$ cat config.mk
export PLATFORM = sky130hd
export DESIGN_NAME = overwrite_oldest_byte_fifo
export DESIGN_NICKNAME = d
export VERILOG_FILES = /design/src/rtl/core/oobf_pkg.sv /design/src/rtl/core/oobf_ram.sv /design/src/rtl/core/oobf_ctrl.sv /design/src/rtl/core/oobf_dp.sv /design/src/rtl/core/overwrite_oldest_byte_fifo.sv
export SDC_FILE = /design/constraint.sdc
export NUM_CORES = 1
export LEC_CHECK = 0
export ABC_AREA = 1
export BUFFER_PORTS_ARGS = -buffer_cell sky130_fd_sc_hd__buf_2
export CAP_MARGIN = 20
export CORE_ASPECT_RATIO = 0.75
export CORE_MARGIN = 2
export CORE_UTILIZATION = 30
export DETAILED_ROUTE_END_ITERATION = 6
export PLACE_DENSITY_LB_ADDON = 0.25
export SETUP_SLACK_MARGIN = 0.05
export SLEW_MARGIN = 20
export SYNTH_ARGS = -nofsm -noshare
export SYNTH_HDL_FRONTEND = slang
export SYNTH_SLANG_ARGS = --single-unit
$ cat constraint.sdc
create_clock -name clk -period 2.6 [get_ports clk]
set_input_delay 0.39 -clock clk [delete_from_list [all_inputs] [get_ports clk]]
set_output_delay 0.39 -clock clk [all_outputs]
set_load 0.1 [all_outputs]
$ cat src/rtl/core/oobf_pkg.sv
// ----------------------------------------------------------------------------
// oobf_pkg
// Shared types and constants for the overwrite-oldest byte FIFO.
// ----------------------------------------------------------------------------
package oobf_pkg;

	localparam int DEPTH_DEF = 32;
	localparam int BYTE_W    = 8;
	localparam int FILL_W    = 5;
	localparam int KIND_W    = 2;

	typedef enum logic [KIND_W-1:0] {
		KIND_INSERT = 2'd0,
		KIND_POP    = 2'd1,
		KIND_CLEAR  = 2'd2
	} kind_t;

	// controller -> datapath
	typedef struct packed {
		logic take;       // input transfer this cycle
		logic load_now;   // load result register from the operation itself
		logic load_read;  // load result register from store read data
	} ctrl_cmd_t;

	// datapath -> controller
	typedef struct packed {
		logic need_read;  // offered item is a pop on a non-empty buffer
	} ctrl_sts_t;

endpackage

$ cat src/rtl/core/oobf_ram.sv
// ----------------------------------------------------------------------------
// oobf_ram
// Simple dual-port RAM, one write and one read port, registered read data.
// ----------------------------------------------------------------------------
module oobf_ram #(
	parameter int WIDTH = 8,
	parameter int DEPTH = 32
) (
	input  logic                     clk,
	input  logic                     we,
	input  logic [$clog2(DEPTH)-1:0] waddr,
	input  logic [WIDTH-1:0]         wdata,
	input  logic                     re,
	input  logic [$clog2(DEPTH)-1:0] raddr,
	output logic [WIDTH-1:0]         rdata
);

	logic [WIDTH-1:0] mem_q [DEPTH];

	always_ff @(posedge clk) begin
		if (we) begin
			mem_q[waddr] <= wdata;
		end
		if (re) begin
			rdata <= mem_q[raddr];
		end
	end

endmodule

$ cat src/rtl/core/oobf_ctrl.sv
// ----------------------------------------------------------------------------
// oobf_ctrl
// Handshake controller: accepts one operation at a time, waits in ST_READ for
// the store read on a non-empty pop, and owns the result-valid flag.
// ----------------------------------------------------------------------------
module oobf_ctrl (
	input  logic                 clk,
	input  logic                 arst_n,
	input  logic                 s_tvalid,
	output logic                 s_tready,
	output logic                 m_tvalid,
	input  logic                 m_tready,
	input  oobf_pkg::ctrl_sts_t  sts,
	output oobf_pkg::ctrl_cmd_t  cmd
);

	typedef enum logic [1:0] {
		ST_IDLE = 2'b01,
		ST_READ = 2'b10
	} state_t;

	state_t state_q, state_d;
	logic   out_valid_q;
	logic   accept;
	logic   room;

	// result register is free, or is being emptied this cycle
	assign room     = !out_valid_q || m_tready;
	assign s_tready = (state_q == ST_IDLE) && room;
	assign accept   = s_tvalid && s_tready;
	assign m_tvalid = out_valid_q;

	always_comb begin
		cmd.take      = accept;
		cmd.load_now  = accept && !sts.need_read;
		cmd.load_read = (state_q == ST_READ);
	end

	always_comb begin
		state_d = state_q;
		case (state_q)
			ST_IDLE: begin
				if (accept && sts.need_read) begin
					state_d = ST_READ;
				end
			end
			ST_READ: begin
				state_d = ST_IDLE;
			end
			default: begin
				state_d = ST_IDLE;
			end
		endcase
	end

	always_ff @(posedge clk or negedge arst_n) begin
		if (!arst_n) begin
			state_q     <= ST_IDLE;
			out_valid_q <= 1'b0;
		end else begin
			state_q <= state_d;
			if (cmd.load_now || cmd.load_read) begin
				out_valid_q <= 1'b1;
			end else if (m_tready) begin
				out_valid_q <= 1'b0;
			end
		end
	end

endmodule

$ cat src/rtl/core/oobf_dp.sv
// ----------------------------------------------------------------------------
// oobf_dp
// Datapath: ring indices, fill count, byte store and result register.
// ----------------------------------------------------------------------------
module oobf_dp #(
	parameter int DEPTH = oobf_pkg::DEPTH_DEF
) (
	input  logic                          clk,
	input  logic                          arst_n,
	input  logic [oobf_pkg::KIND_W-1:0]   kind,
	input  logic [oobf_pkg::BYTE_W-1:0]   byte_in,
	input  oobf_pkg::ctrl_cmd_t           cmd,
	output oobf_pkg::ctrl_sts_t           sts,
	output logic [oobf_pkg::BYTE_W-1:0]   byte_out,
	output logic                          byte_valid,
	output logic                          overwrote_oldest,
	output logic [oobf_pkg::FILL_W-1:0]   fill_level
);

	localparam int IDX_W = $clog2(DEPTH);
	localparam logic [IDX_W-1:0] LAST = IDX_W'(DEPTH - 1);

	oobf_pkg::kind_t kind_op;

	logic [IDX_W-1:0] wr_q, rd_q, cnt_q;
	logic [IDX_W-1:0] wr_nx, rd_nx, cnt_d;
	logic             full, empty;
	logic             is_ins, is_pop, is_clr;
	logic             drop;
	logic [oobf_pkg::BYTE_W-1:0] rdata;
	logic [IDX_W+oobf_pkg::FILL_W-1:0] cnt_ext_d, cnt_ext_q;

	assign kind_op = oobf_pkg::kind_t'(kind);
	assign full    = (cnt_q == LAST);
	assign empty   = (cnt_q == '0);
	assign wr_nx   = (wr_q == LAST) ? '0 : wr_q + 1'b1;
	assign rd_nx   = (rd_q == LAST) ? '0 : rd_q + 1'b1;

	always_comb begin
		is_ins = 1'b0;
		is_pop = 1'b0;
		is_clr = 1'b0;
		case (kind_op)
			oobf_pkg::KIND_INSERT: is_ins = 1'b1;
			oobf_pkg::KIND_POP:    is_pop = 1'b1;
			oobf_pkg::KIND_CLEAR:  is_clr = 1'b1;
			default: ;
		endcase
	end

	assign sts.need_read = is_pop && !empty;
	assign drop          = is_ins && full;

	// count after the offered operation
	always_comb begin
		cnt_d = cnt_q;
		if (is_ins && !full) begin
			cnt_d = cnt_q + 1'b1;
		end else if (is_pop && !empty) begin
			cnt_d = cnt_q - 1'b1;
		end else if (is_clr) begin
			cnt_d = '0;
		end
	end

	assign cnt_ext_d = {{oobf_pkg::FILL_W{1'b0}}, cnt_d};
	assign cnt_ext_q = {{oobf_pkg::FILL_W{1'b0}}, cnt_q};

	always_ff @(posedge clk or negedge arst_n) begin
		if (!arst_n) begin
			wr_q  <= '0;
			rd_q  <= '0;
			cnt_q <= '0;
		end else if (cmd.take) begin
			cnt_q <= cnt_d;
			if (is_ins) begin
				wr_q <= wr_nx;
				if (full) begin
					rd_q <= rd_nx;
				end
			end else if (is_pop && !empty) begin
				rd_q <= rd_nx;
			end else if (is_clr) begin
				wr_q <= '0;
				rd_q <= '0;
			end
		end
	end

	oobf_ram #(
		.WIDTH (oobf_pkg::BYTE_W),
		.DEPTH (DEPTH)
	) u_store (
		.clk   (clk),
		.we    (cmd.take && is_ins),
		.waddr (wr_q),
		.wdata (byte_in),
		.re    (cmd.take && sts.need_read),
		.raddr (rd_q),
		.rdata (rdata)
	);

	// result register; count is already updated when read data lands
	always_ff @(posedge clk) begin
		if (cmd.load_now) begin
			byte_out         <= '0;
			byte_valid       <= 1'b0;
			overwrote_oldest <= drop;
			fill_level       <= cnt_ext_d[oobf_pkg::FILL_W-1:0];
		end else if (cmd.load_read) begin
			byte_out         <= rdata;
			byte_valid       <= 1'b1;
			overwrote_oldest <= 1'b0;
			fill_level       <= cnt_ext_q[oobf_pkg::FILL_W-1:0];
		end
	end

endmodule

$ cat src/rtl/core/overwrite_oldest_byte_fifo.sv
// ----------------------------------------------------------------------------
// overwrite_oldest_byte_fifo
// Byte ring buffer holding at most DEPTH-1 bytes; an insert into a full
// buffer drops the oldest byte. Supports insert, pop and clear.
// ----------------------------------------------------------------------------
//  channel | dir | tdata                         | tuser
//  s_*     | in  | [7:0] byte_in                 | [1:0] kind
//  m_*     | out | [7:0] byte_out, [12:8] fill   | [0] byte_valid, [1] overwrote_oldest
//
//  Insert, clear and pop of an empty buffer: result loads in the cycle after
//  the transfer. Pop of a non-empty buffer: via the store's registered read
//  port, then the result register. One operation in flight; the next is taken
//  once the result register is free or being drained. A stalled result holds.
//  Reset clears indices, count and handshake state; the store is not cleared.
// ----------------------------------------------------------------------------
module overwrite_oldest_byte_fifo #(
	parameter int DEPTH = oobf_pkg::DEPTH_DEF
) (
	input  logic        clk,
	input  logic        arst_n,
	input  logic        s_tvalid,
	output logic        s_tready,
	input  logic [7:0]  s_tdata,   // [7:0] byte_in
	input  logic [1:0]  s_tuser,   // [1:0] kind
	output logic        m_tvalid,
	input  logic        m_tready,
	output logic [15:0] m_tdata,   // [7:0] byte_out, [12:8] fill_level, zero pad
	output logic [1:0]  m_tuser    // [0] byte_valid, [1] overwrote_oldest
);

	localparam logic [oobf_pkg::FILL_W-1:0] FULL_FILL =
		oobf_pkg::FILL_W'((DEPTH - 1) % (2 ** oobf_pkg::FILL_W));

	oobf_pkg::ctrl_cmd_t cmd;
	oobf_pkg::ctrl_sts_t sts;

	logic [oobf_pkg::BYTE_W-1:0] byte_out;
	logic                        byte_valid;
	logic                        overwrote_oldest;
	logic [oobf_pkg::FILL_W-1:0] fill_level;

	oobf_ctrl u_ctrl (
		.clk      (clk),
		.arst_n   (arst_n),
		.s_tvalid (s_tvalid),
		.s_tready (s_tready),
		.m_tvalid (m_tvalid),
		.m_tready (m_tready),
		.sts      (sts),
		.cmd      (cmd)
	);

	oobf_dp #(
		.DEPTH (DEPTH)
	) u_dp (
		.clk              (clk),
		.arst_n           (arst_n),
		.kind             (s_tuser),
		.byte_in          (s_tdata),
		.cmd              (cmd),
		.sts              (sts),
		.byte_out         (byte_out),
		.byte_valid       (byte_valid),
		.overwrote_oldest (overwrote_oldest),
		.fill_level       (fill_level)
	);

	assign m_tdata = {3'b000, fill_level, byte_out};
	assign m_tuser = {overwrote_oldest, byte_valid};

	// never take a new operation while a result is stuck
	a_no_accept_on_stall: assert property (@(posedge clk) disable iff (!arst_n)
		s_tready |-> !(m_tvalid && !m_tready))
		else $error("input taken while result stalled");

	// a dropped byte only happens at the fill limit
	a_drop_at_full: assert property (@(posedge clk) disable iff (!arst_n)
		(m_tvalid && m_tuser[1]) |-> (m_tdata[12:8] == FULL_FILL))
		else $error("overwrite reported below full level");

	a_flags_exclusive: assert property (@(posedge clk) disable iff (!arst_n)
		m_tvalid |-> !(m_tuser[0] && m_tuser[1]))
		else $error("pop and overwrite flags both set");

	// a pop with data blocks input for the store read cycle
	a_pop_read_gap: assert property (@(posedge clk) disable iff (!arst_n)
		(s_tvalid && s_tready && sts.need_read) |=> !s_tready)
		else $error("input taken during store read");

endmodule
# Word level (Yosys, flattened, before mapping)
# Memories as Yosys holds them, arrays and structs flattened. A register that Yosys moved wholly into a read port is not among the register bits.
# Cells that the tools add are included.
word_totals:
  reg_bits: 33
  mem_bits_rw: 256
  inputBits: 14
  output_inout_bits: 20
  elab_cells: 70
  n_memories: 1
memory_table:
  columns: ["memory", "words", "word_bits", "read_ports", "rd_ports_with_merged_regs", "write_ports", "line", "rtl"]
  rows:
  - ["u_dp.u_store.mem_q", 32, 8, 1, 1, 1, "oobf_ram.sv:18", "logic [WIDTH-1:0] mem_q [DEPTH];"]
op_classes:
  addsub: 4
  eq_ne: 10
  muxes: 24
  reduce_logical: 22
ops:
  columns: ["operator", "count"]
  rows:
  - ["$mux W5", 13]
  - ["$add A5 B1 Y5 const B", 3]
  - ["$eq A5 B5 Y1 const B", 3]
  - ["$mux W1", 9]
  - ["$logic_and A1 B1 Y1", 8]
  - ["$ne A2 B1 Y1 const B", 3]
  - ["$reduce_and A3 Y1", 2]
  - ["$reduce_bool A2 Y1", 3]
  - ["$logic_not A5 Y1", 1]
  - ["$sub A5 B1 Y5 const B", 1]
  - ["$eq A2 B1 Y1 const B", 2]
  - ["$eq A2 B2 Y1 const B", 2]
  - ["$logic_not A1 Y1", 4]
  - ["$mux W2", 2]
  - ["$reduce_bool A3 Y1", 1]
  - ["$logic_not A2 Y1", 1]
  - ["$logic_or A1 B1 Y1", 2]

# Logic depth before layout (Yosys ltp)
logic_depth:
  ltp_word: 7
  ltp_mapped: 11
  ltp_nobuf: 11

# Cells and area by module
# From an unflattened synthesis, not the netlist that was laid out.
unflattened:
  hier_cells: 1154
  area_unflattened_um2: 12694.7
modules_own_cells:
  columns: ["mod", "instances", "cells_each", "area_per_inst_um2", "seq_area_each_um2"]
  rows:
  - ["oobf_ram", 1, 922, 10866.7, 7927.6]
  - ["oobf_dp", 1, 204, 1607.8, 735.7]
  - ["oobf_ctrl", 1, 22, 178.9, 76.3]
  - ["overwrite_oldest_byte_fifo", 1, 6, 41.3, 0.0]

# Worst setup path after synthesis
# Ideal clock, no wire load.
synth_path:
  path_type: "reg2out"
  start: "register u_ctrl.out_valid_q (netlist: u_ctrl.m_tvalid)"
  end: "output s_tready"
  t_arrival_ns: 2.282
  t_required_ns: 2.210
  setup_slack_ns: -0.072
  path_stages_with_launch: 4
  n_path_buf: 0
  cell_sequence: "dfrtp_1 > nand2_1 > nand2_1 > nor2_1"
synth_via:
  elab_chain_len: 3
synth_rtl:
  columns: ["element", "line", "rtl"]
  rows:
  - ["from (decl)", "oobf_ctrl.sv:23", "logic out_valid_q;"]
  - ["from (signal assigned)", "oobf_ctrl.sv:59", "out_valid_q <= 1'b0;"]
  - ["from (signal assigned)", "oobf_ctrl.sv:63", "out_valid_q <= 1'b1;"]
  - ["from (signal assigned)", "oobf_ctrl.sv:65", "out_valid_q <= 1'b0;"]
  - ["$logic_not A1 Y1", "oobf_ctrl.sv:28", "assign room = !out_valid_q || m_tready;"]
  - ["$logic_or A1 B1 Y1", "oobf_ctrl.sv:28", null]
  - ["$logic_and A1 B1 Y1", "oobf_ctrl.sv:29", "assign s_tready = (state_q == ST_IDLE) && room;"]
  - ["to (decl)", "overwrite_oldest_byte_fifo.sv:22", "output logic s_tready,"]
# Every way passes these cells.

==> flow_summary.yaml <==
clock_tree:
  cts_buffer_depth: 3
  insertion_delay_ps: 580
  cts_sinks: 297
  cts_made_buffers: 31
  path_clk_slew_ps: 60
  clockRootBuffer: "clkbuf_16"
  cts_tree: "built"
  cts.htree.levels: 1
detailed_routing:
  wirelength_um: 35300
  vias: 9265
  viasPerCell: 4.54
  postRouteAntennaNets: 0
  wl_per_cell_um: 17.3
  drt_iter0_drc: 892
  dr.pass1.iters: 5
  drc: 0
place:
  numPortBuffers: 30
  dp_hpwl_um: 22700
  place.gp.congestion: 0.851
  post-place-ws_ps: 392
synth:
  synth_compound_area_frac: 0.0135
  syn_inst: 1367
  async_flop_share: 0.0606
  muxShareOfSynthArea: 0
  yosysWarnings: 0
  yosys_register_bits: 297
  yosys.area.top_type: "edfxtp_1"
  synth_top_family_by_area: "simple AND/OR/NAND/NOR gates"
  ys_top_cells_by_count: "nand2_1, edfxtp_1, inv_1"
  synthDistinctLibCells: 38
  synth_area_leaders: "edfxtp_1, nand2_1, nand3_1"
  avgSynthCellArea_um2: 9.83
  synthSimpleGateAreaFrac: 0.233
  synth-edff-count: 270
  yosysSeqAreaShare: 0.650
  synthAdderAreaFrac: 0.00931
  ys.flop_type: "edfxtp_1"
  synth_top_area_share: 0.603
  yosysMostFrequentCell: "nand2_1"
  netlist_area_mm2: 0.0134
  synthXorXnorAreaFrac: 0.00261
power:
  powerDensity_mw_per_mm2: 927
  vdd_drop_max_v: 0.000521
  power_mw: 14.3
  p_leak_nw: 6.59
timing:
  maxSlewViolCount: 0
  hold_violations: 0
  finalSetupViolations: 0
  slew_headroom: 0.368
  fin_crit_sh: 0.836
  fin_crit_ps: 2170
  setup_slack_ps: 425
  skew_ps: 23.4
  tightest_slew_ps: 948
  max_freq_ghz: 0.460
  fin_tns_setup_ps: 0
  rsz0062_at_grt: "no"
global_route:
  grt_overflow: 0
  antenna_found_initial: 0
  grt_max_degree: 98
  grt_pass1_vias: 8950
  grt.total_usage: 0.154
  grt_pass1_wl_um: 54600
setup_path:
  worst_ep_required_time_ps: 2930
  path_delay_family: "simple AND/OR/NAND/NOR gates"
  crit_chain: "inv_2 -> buf_12 -> nand2_1 -> nand3_1 -> nand2_1 -> nand2_1 -> nand3_1 -> nand3_1 -> nand2_1"
  slowest_stage: "dfrtp_4"
  worst-path-buf-inv: 2
  critPathKind: "flip-flop to flip-flop"
  crit_path_start_kind: "flip-flop"
  crit_arrival_ps: 2500
  cp-end-kind: "flip-flop"
  crit_fanout: 97
  crit_top_cell: "nand2_1"
  slowest_delay_ps: 620
finish:
  fillers: 4524
  drive_gt1_frac: 0.107
  area.sequential_mm2: 0.00874
  final_nets: 1458
  multi_input_area_mm2: 0.00348
  syn2layout_area_growth_pct: 15.0
  antenna_cells: 0
floorplanning:
  core_area_mm2: 0.0444
  num_io_pins: 34
  fp-row-count: 67
  start_util: 0.302
  die_h_um: 187
  dieArea_mm2: 0.0465
  fp.dieW_um: 248
min_path:
  hold_class: "input port to flip-flop"
flow_run:
  drv_cap: 0
status:
  status: "complete, no violations"
where the power goes:
part           internal (mW)  leakage [nW]  switching [mW]
sequential              5.42          2.74           0.210
combinational           1.26          3.40            3.24
clock                   2.36         0.453            1.83
total                   9.04          6.59            5.28
timing repair:
item                      CTS  global route
hold endpoints to repair   17             0
hold buffers                1             0
setup buffers               0             0
gates resized for setup     0             0
metrics by stage:
step           utilization  cell area, um^2  std cells  hold WS, ps
4_1_cts              0.347            15400       2039          125
3_3_place_gp         0.326            14500       1985          363
6_report             0.348            15400       2040          142
2_1_floorplan            -            13400       1369         94.4
5_1_grt              0.348            15400       2040          143
3_5_place_dp         0.326            14500       1985          360
placed cells by master, fill, tap and decap left out, types with 3 or more instances in the layout:
master	instances
nand2_1	456
edfxtp_1	270
inv_1	215
nand3_1	191
buf_4	61
nor2_1	49
clkbuf_16	31
buf_2	30
or2_1	24
o21ai_0	16
dfrtp_1	15
a21oi_1	11
ha_1	10
dfxtp_1	9
clkinv_1	6
clkbuf_1	6
clkinv_2	6
o21ai_1	5
nand4_1	4
buf_12	4
xor2_1	3
inv_2	3
conb_1	3
layer usage:
layer	global-route usage	routed length, um	part of all wire	up-vias
met1	0.243	17700	0.50	4454
met2	0.217	14600	0.41	255
met4	0.0321	663	0.019	0
li1	-	-	-	4504
met5	0	0	0	-
met3	0.0291	2300	0.065	52
cell type report:
cell class	instances	area share
clock inverters	16	0.00859
clock buffers	37	0.0517
repair buffers	97	0.0470
multi-input cells	787	0.225
flip-flops and latches	297	0.566
inverters	220	0.0538
well taps	586	0.0475
registers in the layout, summed over array words and instances, names as in the netlist:
register and flops:
u_dp.byte_valid 1, u_dp.rd_q 5, u_dp.cnt_q 5, u_dp.wr_q 5, u_dp.u_store.rdata 8, u_dp.byte_out 8, u_ctrl.state_q 2, u_dp.fill_level 5
u_dp.overwrote_oldest 1, u_dp.u_store.mem_q 256, u_ctrl.m_tvalid 1
cells by family after synthesis:
group	after synthesis
AOI/OAI and AO/OA	35
xor gates and xnor gates	4
adders and majority gates	10
buffers and inverters	285
DFF	297
other	1
and+or+nand+nor	735
tightest hold or removal path, cell delays in order:
cell and delay [ps]:
buf_2 70, inv_1 30, nand2_1 90, nand3_1 80
final timing paths:
kind / start / end / slack [ps] / cells past startpoint
min: m_tready / u_ctrl.m_tvalid$_DFFE_PN0P_ / 140 / 4
min in group asynchronous: arst_n / u_dp.cnt_q[1]$_DFFE_PN0N_ / 290 / 2
min reg2reg: u_dp.byte_out[2]$_SDFFE_PP0P_ / u_dp.byte_out[2]$_SDFFE_PP0P_ / 460 / 2
max reg2reg: u_dp.rd_q[0]$_DFFE_PN0P_ / u_dp.u_store.rdata[3]$_DFFE_PP_ / 430 / 9
max: u_dp.rd_q[0]$_DFFE_PN0P_ / u_dp.u_store.rdata[3]$_DFFE_PP_ / 430 / 9
max in group asynchronous: arst_n / u_dp.rd_q[1]$_DFFE_PN0P_ / 1960 / 2
No activity file was read; power rests on OpenSTA's default activity.
